--- src/rtl/cdcw_pkg.sv ---
`default_nettype none

package cdcw_pkg;

	// Screen geometry
	localparam int COLUMNS = 16;
	localparam int ROWS    = 2;
	localparam int COL_W   = 4;
	localparam int ROW_W   = 1;
	localparam int ADDR_W  = ROW_W + COL_W;
	localparam int DEPTH   = ROWS * COLUMNS;

	// Display controller bytes and special characters
	localparam logic [7:0] BYTE_CLEAR    = 8'h01;
	localparam logic [7:0] BYTE_SET_ADDR = 8'h80;
	localparam logic [7:0] ROW1_START    = 8'h40;
	localparam logic [7:0] CH_CR         = 8'd13;
	localparam logic [7:0] CH_LF         = 8'd10;
	localparam logic [7:0] CH_SPACE      = 8'h20;

	// Emitted byte kinds
	localparam logic [1:0] KIND_NONE = 2'd0;
	localparam logic [1:0] KIND_CMD  = 2'd1;
	localparam logic [1:0] KIND_DATA = 2'd2;

	// Configuration register indexes
	localparam logic REG_PRESENT   = 1'b0;
	localparam logic REG_BACKLIGHT = 1'b1;

	typedef enum logic [2:0] {
		CMD_PUT   = 3'd0,
		CMD_HOME  = 3'd1,
		CMD_ROW   = 3'd2,
		CMD_COL   = 3'd3,
		CMD_CLEAR = 3'd4,
		CMD_READ  = 3'd5
	} cmd_t;

	// Read, write and clear request to the screen store
	typedef struct packed {
		logic              rd_en;
		logic [ADDR_W-1:0] rd_addr;
		logic              wr_en;
		logic [ADDR_W-1:0] wr_addr;
		logic [7:0]        wr_data;
		logic              clr;
	} store_req_t;

	// One result item, without the backlight level
	typedef struct packed {
		logic [1:0]       kind;
		logic [7:0]       emit_byte;
		logic             last;
		logic [7:0]       read_char;
		logic [ROW_W-1:0] row;
		logic [COL_W-1:0] col;
	} res_t;

endpackage

`default_nettype wire

--- src/rtl/char_display_cursor_writer_top.sv ---
// Text front end for a two-row, sixteen-column character display. Each input item
// carries a command (put char, home, set row, set column, clear, read char) and
// yields one result item, or two when a printable character follows a cursor move:
// a set-address command byte, then the data byte; m_tlast marks the final one.
// An item passes the accept state, which starts a registered read of the 32-entry
// screen store, and an execute state that uses the read data, updates the cursor
// and writes the store back when the output register is free; the second byte of a
// put char adds a third state. Clear resets the whole store at once through per-entry
// valid bits. The output register lets the next item in while a result still waits;
// bytes are emitted only while present is 1, and backlight_level follows the register.
`default_nettype none

module char_display_cursor_writer_top
	import cdcw_pkg::*;
(
	input  wire logic        clk,
	input  wire logic        arst_n,
	input  wire logic        s_tvalid,
	output logic             s_tready,
	input  wire logic [23:0] s_tdata,  // char_code, row_value, col_value
	input  wire logic [2:0]  s_tuser,  // cmd
	output logic             m_tvalid,
	input  wire logic        m_tready,
	output logic [23:0]      m_tdata,  // emit_byte, read_char, cursor_row,
	                                   // cursor_col, backlight_level, zero pad
	output logic [1:0]       m_tuser,  // emit_kind
	output logic             m_tlast,  // last
	input  wire logic        cfg_valid,
	output logic             cfg_ready,
	input  wire logic        cfg_index,
	input  wire logic        cfg_data
);

	logic       present_q;
	logic       backlight_q;
	logic       out_free;
	logic       out_load;
	res_t       out_res;
	store_req_t req;
	logic [7:0] rd_char;
	logic       m_valid_q;
	res_t       m_res_q;
	logic       m_bl_q;

	// Configuration registers
	assign cfg_ready = 1'b1;

	always_ff @(posedge clk or negedge arst_n) begin
		if (!arst_n) begin
			present_q   <= 1'b1;
			backlight_q <= 1'b1;
		end else if (cfg_valid && cfg_ready) begin
			case (cfg_index)
				REG_PRESENT:   present_q   <= cfg_data;
				REG_BACKLIGHT: backlight_q <= cfg_data;
				default: begin
				end
			endcase
		end
	end

	cdcw_store u_store (
		.clk     (clk),
		.arst_n  (arst_n),
		.req     (req),
		.rd_char (rd_char)
	);

	cdcw_ctrl u_ctrl (
		.clk      (clk),
		.arst_n   (arst_n),
		.s_tvalid (s_tvalid),
		.s_tready (s_tready),
		.s_tdata  (s_tdata),
		.s_tuser  (s_tuser),
		.present  (present_q),
		.out_free (out_free),
		.out_load (out_load),
		.out_res  (out_res),
		.req      (req),
		.rd_char  (rd_char)
	);

	// Output register
	assign out_free = !m_valid_q || m_tready;

	always_ff @(posedge clk or negedge arst_n) begin
		if (!arst_n) begin
			m_valid_q <= 1'b0;
		end else if (out_free) begin
			m_valid_q <= out_load;
		end
	end

	always_ff @(posedge clk) begin
		if (out_load) begin
			m_res_q <= out_res;
			m_bl_q  <= backlight_q;
		end
	end

	assign m_tvalid = m_valid_q;
	assign m_tuser  = m_res_q.kind;
	assign m_tlast  = m_res_q.last;
	assign m_tdata  = {2'b00, m_bl_q, m_res_q.col, m_res_q.row,
		m_res_q.read_char, m_res_q.emit_byte};

endmodule

`default_nettype wire

--- src/rtl/cdcw_store.sv ---
`default_nettype none

module cdcw_store
	import cdcw_pkg::*;
(
	input  wire logic       clk,
	input  wire logic       arst_n,
	input  wire store_req_t req,
	output logic [7:0]      rd_char
);

	logic [7:0]       mem [DEPTH];
	logic [DEPTH-1:0] valid_q;
	logic [7:0]       rd_data_s1;
	logic             rd_valid_s1;

	// Write port of the character array
	always_ff @(posedge clk) begin
		if (req.wr_en) begin
			mem[req.wr_addr] <= req.wr_data;
		end
	end

	// Registered read of data and its valid bit
	always_ff @(posedge clk) begin
		if (req.rd_en) begin
			rd_data_s1  <= mem[req.rd_addr];
			rd_valid_s1 <= valid_q[req.rd_addr];
		end
	end

	// Mark written entries; clear drops them all at once
	always_ff @(posedge clk or negedge arst_n) begin
		if (!arst_n) begin
			valid_q <= '0;
		end else if (req.clr) begin
			valid_q <= '0;
		end else if (req.wr_en) begin
			valid_q[req.wr_addr] <= 1'b1;
		end
	end

	// An entry never written since reset or the last clear reads as a space
	assign rd_char = rd_valid_s1 ? rd_data_s1 : CH_SPACE;

endmodule

`default_nettype wire

--- src/rtl/cdcw_ctrl.sv ---
`default_nettype none

module cdcw_ctrl
	import cdcw_pkg::*;
(
	input  wire logic        clk,
	input  wire logic        arst_n,
	input  wire logic        s_tvalid,
	output logic             s_tready,
	input  wire logic [23:0] s_tdata,
	input  wire logic [2:0]  s_tuser,
	input  wire logic        present,
	input  wire logic        out_free,
	output logic             out_load,
	output res_t             out_res,
	output store_req_t       req,
	input  wire logic [7:0]  rd_char
);

	typedef enum logic [2:0] {
		S_IDLE   = 3'b001,
		S_EXEC   = 3'b010,
		S_SECOND = 3'b100
	} state_t;

	state_t           state_q;
	logic             accept;
	logic [2:0]       cmd_s1;
	logic [7:0]       ch_s1;
	logic [ROW_W-1:0] rv_s1;
	logic [COL_W-1:0] cv_s1;

	logic [ROW_W-1:0] row_q, row_n;
	logic [COL_W-1:0] col_q, col_n;
	logic             flag_q, flag_n;
	logic [COL_W:0]   col_inc;
	logic             wr, clr, two;
	res_t             r0, r1, pend_q;
	logic             commit;

	assign s_tready = (state_q == S_IDLE);
	assign accept   = s_tvalid && s_tready;
	assign col_inc  = {1'b0, col_q} + 1'b1;

	// Hold the accepted item; row and column are taken modulo the geometry
	always_ff @(posedge clk) begin
		if (accept) begin
			cmd_s1 <= s_tuser;
			ch_s1  <= s_tdata[7:0];
			rv_s1  <= s_tdata[8 +: ROW_W];
			cv_s1  <= s_tdata[16 +: COL_W];
		end
	end

	// Work out the new cursor and the results of the held item
	always_comb begin
		row_n = row_q;
		col_n = col_q;
		flag_n = flag_q;
		wr = 1'b0;
		clr = 1'b0;
		two = 1'b0;
		r0 = '0;
		r1 = '0;
		r0.kind = KIND_NONE;
		r0.last = 1'b1;
		r1.kind = KIND_DATA;
		r1.emit_byte = ch_s1;
		r1.last = 1'b1;
		case (cmd_t'(cmd_s1))
			CMD_PUT: begin
				if (ch_s1 == CH_CR) begin
					col_n = '0;
					flag_n = 1'b1;
				end else if (ch_s1 == CH_LF) begin
					// Row advance wraps through the row counter's width
					col_n = '0;
					row_n = row_q + 1'b1;
					flag_n = 1'b1;
				end else begin
					wr = 1'b1;
					flag_n = 1'b0;
					if (col_inc >= (COL_W+1)'(COLUMNS)) begin
						col_n = '0;
						row_n = row_q + 1'b1;
						flag_n = 1'b1;
					end else begin
						col_n = col_inc[COL_W-1:0];
					end
					if (present) begin
						if (flag_q) begin
							two = 1'b1;
							r0.kind = KIND_CMD;
							r0.emit_byte = BYTE_SET_ADDR | (row_q[0] ? ROW1_START : 8'h00)
								| {{(8-COL_W){1'b0}}, col_q};
							r0.last = 1'b0;
						end else begin
							r0.kind = KIND_DATA;
							r0.emit_byte = ch_s1;
						end
					end
				end
			end
			CMD_HOME: begin
				row_n = '0;
				col_n = '0;
				flag_n = 1'b1;
			end
			CMD_ROW: begin
				row_n = rv_s1;
				flag_n = 1'b1;
			end
			CMD_COL: begin
				col_n = cv_s1;
				flag_n = 1'b1;
			end
			CMD_CLEAR: begin
				clr = 1'b1;
				row_n = '0;
				col_n = '0;
				flag_n = 1'b0;
				if (present) begin
					r0.kind = KIND_CMD;
					r0.emit_byte = BYTE_CLEAR;
				end
			end
			CMD_READ: begin
				r0.read_char = rd_char;
			end
			default: begin
			end
		endcase
		r0.row = row_n;
		r0.col = col_n;
		r1.row = row_n;
		r1.col = col_n;
	end

	assign commit = (state_q == S_EXEC) && out_free;

	// Read at accept, write back and clear when the item commits
	always_comb begin
		req.rd_en   = accept;
		req.rd_addr = {s_tdata[8 +: ROW_W], s_tdata[16 +: COL_W]};
		req.wr_en   = commit && wr;
		req.wr_addr = {row_q, col_q};
		req.wr_data = ch_s1;
		req.clr     = commit && clr;
	end

	// Load the output stage with the first or the pending second result
	always_comb begin
		out_load = 1'b0;
		out_res  = r0;
		case (state_q)
			S_EXEC: begin
				out_load = out_free;
			end
			S_SECOND: begin
				out_load = out_free;
				out_res  = pend_q;
			end
			default: begin
			end
		endcase
	end

	always_ff @(posedge clk) begin
		if (commit) begin
			pend_q <= r1;
		end
	end

	// Sequence and cursor state
	always_ff @(posedge clk or negedge arst_n) begin
		if (!arst_n) begin
			state_q <= S_IDLE;
			row_q   <= '0;
			col_q   <= '0;
			flag_q  <= 1'b0;
		end else begin
			case (state_q)
				S_IDLE: begin
					if (accept) begin
						state_q <= S_EXEC;
					end
				end
				S_EXEC: begin
					if (out_free) begin
						row_q   <= row_n;
						col_q   <= col_n;
						flag_q  <= flag_n;
						state_q <= two ? S_SECOND : S_IDLE;
					end
				end
				S_SECOND: begin
					if (out_free) begin
						state_q <= S_IDLE;
					end
				end
				default: begin
					state_q <= S_IDLE;
				end
			endcase
		end
	end

endmodule

`default_nettype wire

--- config.mk ---
export PLATFORM = sky130hd
export DESIGN_NAME = char_display_cursor_writer_top
export DESIGN_NICKNAME = d
export VERILOG_FILES = /design/src/rtl/cdcw_pkg.sv /design/src/rtl/char_display_cursor_writer_top.sv /design/src/rtl/cdcw_store.sv /design/src/rtl/cdcw_ctrl.sv
export SDC_FILE = /design/constraint.sdc
export NUM_CORES = 1
export LEC_CHECK = 0
export ABC_AREA = 1
export BUFFER_PORTS_ARGS = -buffer_cell sky130_fd_sc_hd__buf_4
export CAP_MARGIN = 20
export CORE_AREA = 10 10 189 191
export CTS_CLUSTER_SIZE = 40
export DETAILED_ROUTE_END_ITERATION = 8
export DIE_AREA = 0 0 199 201
export PLACE_DENSITY = 0.65
export SETUP_SLACK_MARGIN = 0.2
export SLEW_MARGIN = 20
export SYNTH_ARGS = -nofsm -noshare
export SYNTH_HDL_FRONTEND = slang
export SYNTH_SLANG_ARGS = --single-unit
--- constraint.sdc ---
create_clock -name clk -period 5.3 [get_ports clk]
set_clock_uncertainty 0.2 [all_clocks]
set_input_delay 1.59 -clock clk [delete_from_list [all_inputs] [get_ports clk]]
set_output_delay 1.59 -clock clk [all_outputs]
set_load 0.03 [all_outputs]
==> results.tsv <==
metric	value	unit
met3 wire length	2740	um
CTS Buf Count	39	
worst hold stages	2	
# rows	66	
min cycle time layout	4.01	ns
CTS tree	built	
largest net degree at the start of global routing	83	
number of DRC markers in iteration 0	942	
Hold EP	u_store.valid_q[20]	
max incr delay on CP	0.77	ns
Avg Inst Size Synth	10.9	sq um
Slew HR	33.9	%
Cells after Synth	1426	
endpoint class of the critical path	flop	
Tcrit/Tclk final	75.7	%
Clock transition at path regs	0.06	ns
Post-Layout Cell Count	1899	
clock root cell	clkbuf_16	
Routed Antenna Nets	0	
Worst Path Required	5.26	ns
worst reg2reg path startpoint	u_ctrl.ch_s1[0]	
global-route wire length before repair	57600	um
CTS Buffer Depth	3	
vias in the first global route	10000	
Post-CTS Resized	0	
met2 wire len	17900	um
CTS Sinks	363	
vias	10300	
Storage cell area	10700	sq um
leakage	6.68	nW
synth warn	0	
clk_lat worst skew	0.53	ns
Distinct cells, synth	35	
drt pass-1 iters	5	
synthesis-stage register bit count	363	
status	finished, final reports clean	
post-CTS setup buffer count	0	
die height	201	um
Final nets	1502	
cell area after synthesis	15500	sq um
Slowest-stage cell, CP	nor2_1	
IO buf count	49	
Fillers	2723	
Routed WL per cell	19.4	um
max cap viols	0	
peak supply drop	0.221	mV
crit-path cells	buf_4 -> nand2_1 -> nor2_2 -> o21ai_2 -> nand2_4 -> nor2_8 -> nand2_1 -> nor2_1	
Highest Signal Layer	met4	
reg2reg end	u_store.mem[28][6]	
Starting Density	48.3	%
total congestion overflow	0	
GR Util All Layers	18.4	%
# setup viols final	0	
CP dominant cell by count	nand2_1	
routed wire length	36800	um
M1 wire length	15200	um
hold crit path type	reg2reg	
DP HPWL	22600	um
dpl ws	1.01	ns
# IOs	64	
P&R area growth vs syn	12.2	%
crit path max fanout	27	
H-tree depth	2	
RSZ-0062 raised after global routing	false	
Hold Fails Final Rpt	0	
total power	0.00710	W
Core Area	32000	sq um
hold_buf cts	0	
Die Span X	199	um
setup_tns	0	ns
Crit Path Class	reg2reg	
P per Cell Area	409	nW/um^2
kind of start point of the critical path	flop	
Worst EP arrival	3.97	ns
initial antenna violation count	1	
GP Congestion	0.842	
DR vias/cell	5.42	
multi-input logic area	4100	sq um
dpl cells	1831	
Slew @ Worst Pin	0.986	ns
Max Fclk	0.249	GHz
Hold Startpoint	u_store.valid_q[20]	
Worst R2R Setup Slack	1.29	ns
fraction of layout cells with a size suffix above 1	10.7	%
drt drc	0	
cells on worst reg2reg path	8	
final setup margin	1.29	ns
die area	40000	sq um
sequential cell area fraction in the yosys report	69.0	%
fin. max-slew vios	0	
## layout make-up
cell class / count / area share, %
diodes: 1 / 0.0144
clock buffers: 54 / 6.12
clock inverters: 13 / 0.944
inverters: 78 / 1.74
multi-input cells: 910 / 23.6
flip-flops and latches: 363 / 61.5
well taps: 408 / 2.94
repair buffers: 72 / 3.11
## critical path, delay by kind of cell, from the launching register on
kind,cells,cell delay (ns)
AOI/OAI and AO/OA,1,0.29
buffers and inverters,1,0.38
DFF,1,0.76
and+or+nand+nor,6,1.98
## routing by layer
metal	vias to the layer above	global-route usage, %
met1	4936	24.3
met5	-	0
met3	66	3.45
met2	332	30.2
li1	4963	-
met4	0	5.56
## per-stage QoR
step	cell area, sq um	util [%]	hold WS (ns)
5_1_grt	17400	54.2	0.286
6_report	17400	54.2	0.270
3_5_place_dp	16100	50.4	0.261
3_3_place_gp	16100	50.4	0.253
4_1_cts	17400	54.2	0.273
2_1_floorplan	15500	-	0.242
## state kept, by name (all words and copies together) (netlist names), 2 cells and up
name,cells
m_tdata,21
m_tuser,2
u_ctrl.ch_s1,8
u_ctrl.cmd_s1,3
u_ctrl.col_q,4
u_ctrl.cv_s1,4
u_ctrl.pend_q,13
u_ctrl.state_q,3
u_store.mem,256
u_store.rd_data_s1,8
u_store.valid_q,32
## how the worst max path moves through the flow
stage,from,to
final,u_ctrl.ch_s1[0],u_store.mem[28][6]
after global routing,u_ctrl.ch_s1[0],u_store.mem[28][6]
after CTS,u_ctrl.ch_s1[0],u_store.mem[22][0]
after detailed placement,m_tready,u_store.mem[14][4]
after global placement,m_tready,u_store.mem[22][6]
after floorplan,s_tvalid,u_ctrl.ch_s1[0]
## where the power goes
group          total, W  internal (W)  switching [W]
clock network   0.00261       0.00155        0.00106
logic          0.000969      0.000251       0.000718
registers       0.00352       0.00339       0.000131
## Yosys cell counts (all sizes together)
cell type / count / area share, %
a21oi: 79 / 2.6
a31oi: 2 / 0.081
buf: 44 / 1.8
clkbuf: 32 / 0.78
clkinv: 1 / 0.024
conb: 2 / 0.049
dfrtp: 41 / 6.6
dfstp: 3 / 0.51
edfxtp: 319 / 62
ha: 4 / 0.32
inv: 77 / 1.9
nand2: 457 / 11
nand3: 204 / 6.6
nand4: 6 / 0.24
nor2: 76 / 2.2
nor3: 3 / 0.20
o21ai: 63 / 2.3
o22ai: 5 / 0.20
o31ai: 8 / 0.39
## logic make-up after synthesis
| logic type | share of synthesized area (%) |
|---|---|
| simple gates | 20.5 |
| fa+ha+maj | 0.323 |
| buf+inv | 4.54 |
| flops | 69.0 |
| other cells | 0.0485 |
| compound gates | 5.58 |
## cell usage in the layout, fill, tap and decap left out, drive strengths merged
| cell | count |
|---|---|
| conb | 3 |
| ha | 4 |
| buf | 72 |
| o31ai | 8 |
| clkbuf | 54 |
| diode | 1 |
| a31oi | 2 |
| nor3 | 3 |
| a21oi | 79 |
| dfrtp | 41 |
| o21ai | 63 |
| nand3 | 204 |
| o22ai | 5 |
| nand2 | 457 |
| nand4 | 6 |
| inv | 76 |
| edfxtp | 319 |
| clkinvlp | 1 |
| nor2 | 76 |
| bufinv | 3 |
| dfstp | 3 |
| clkinv | 11 |
Power figures use the tool's default switching activity.
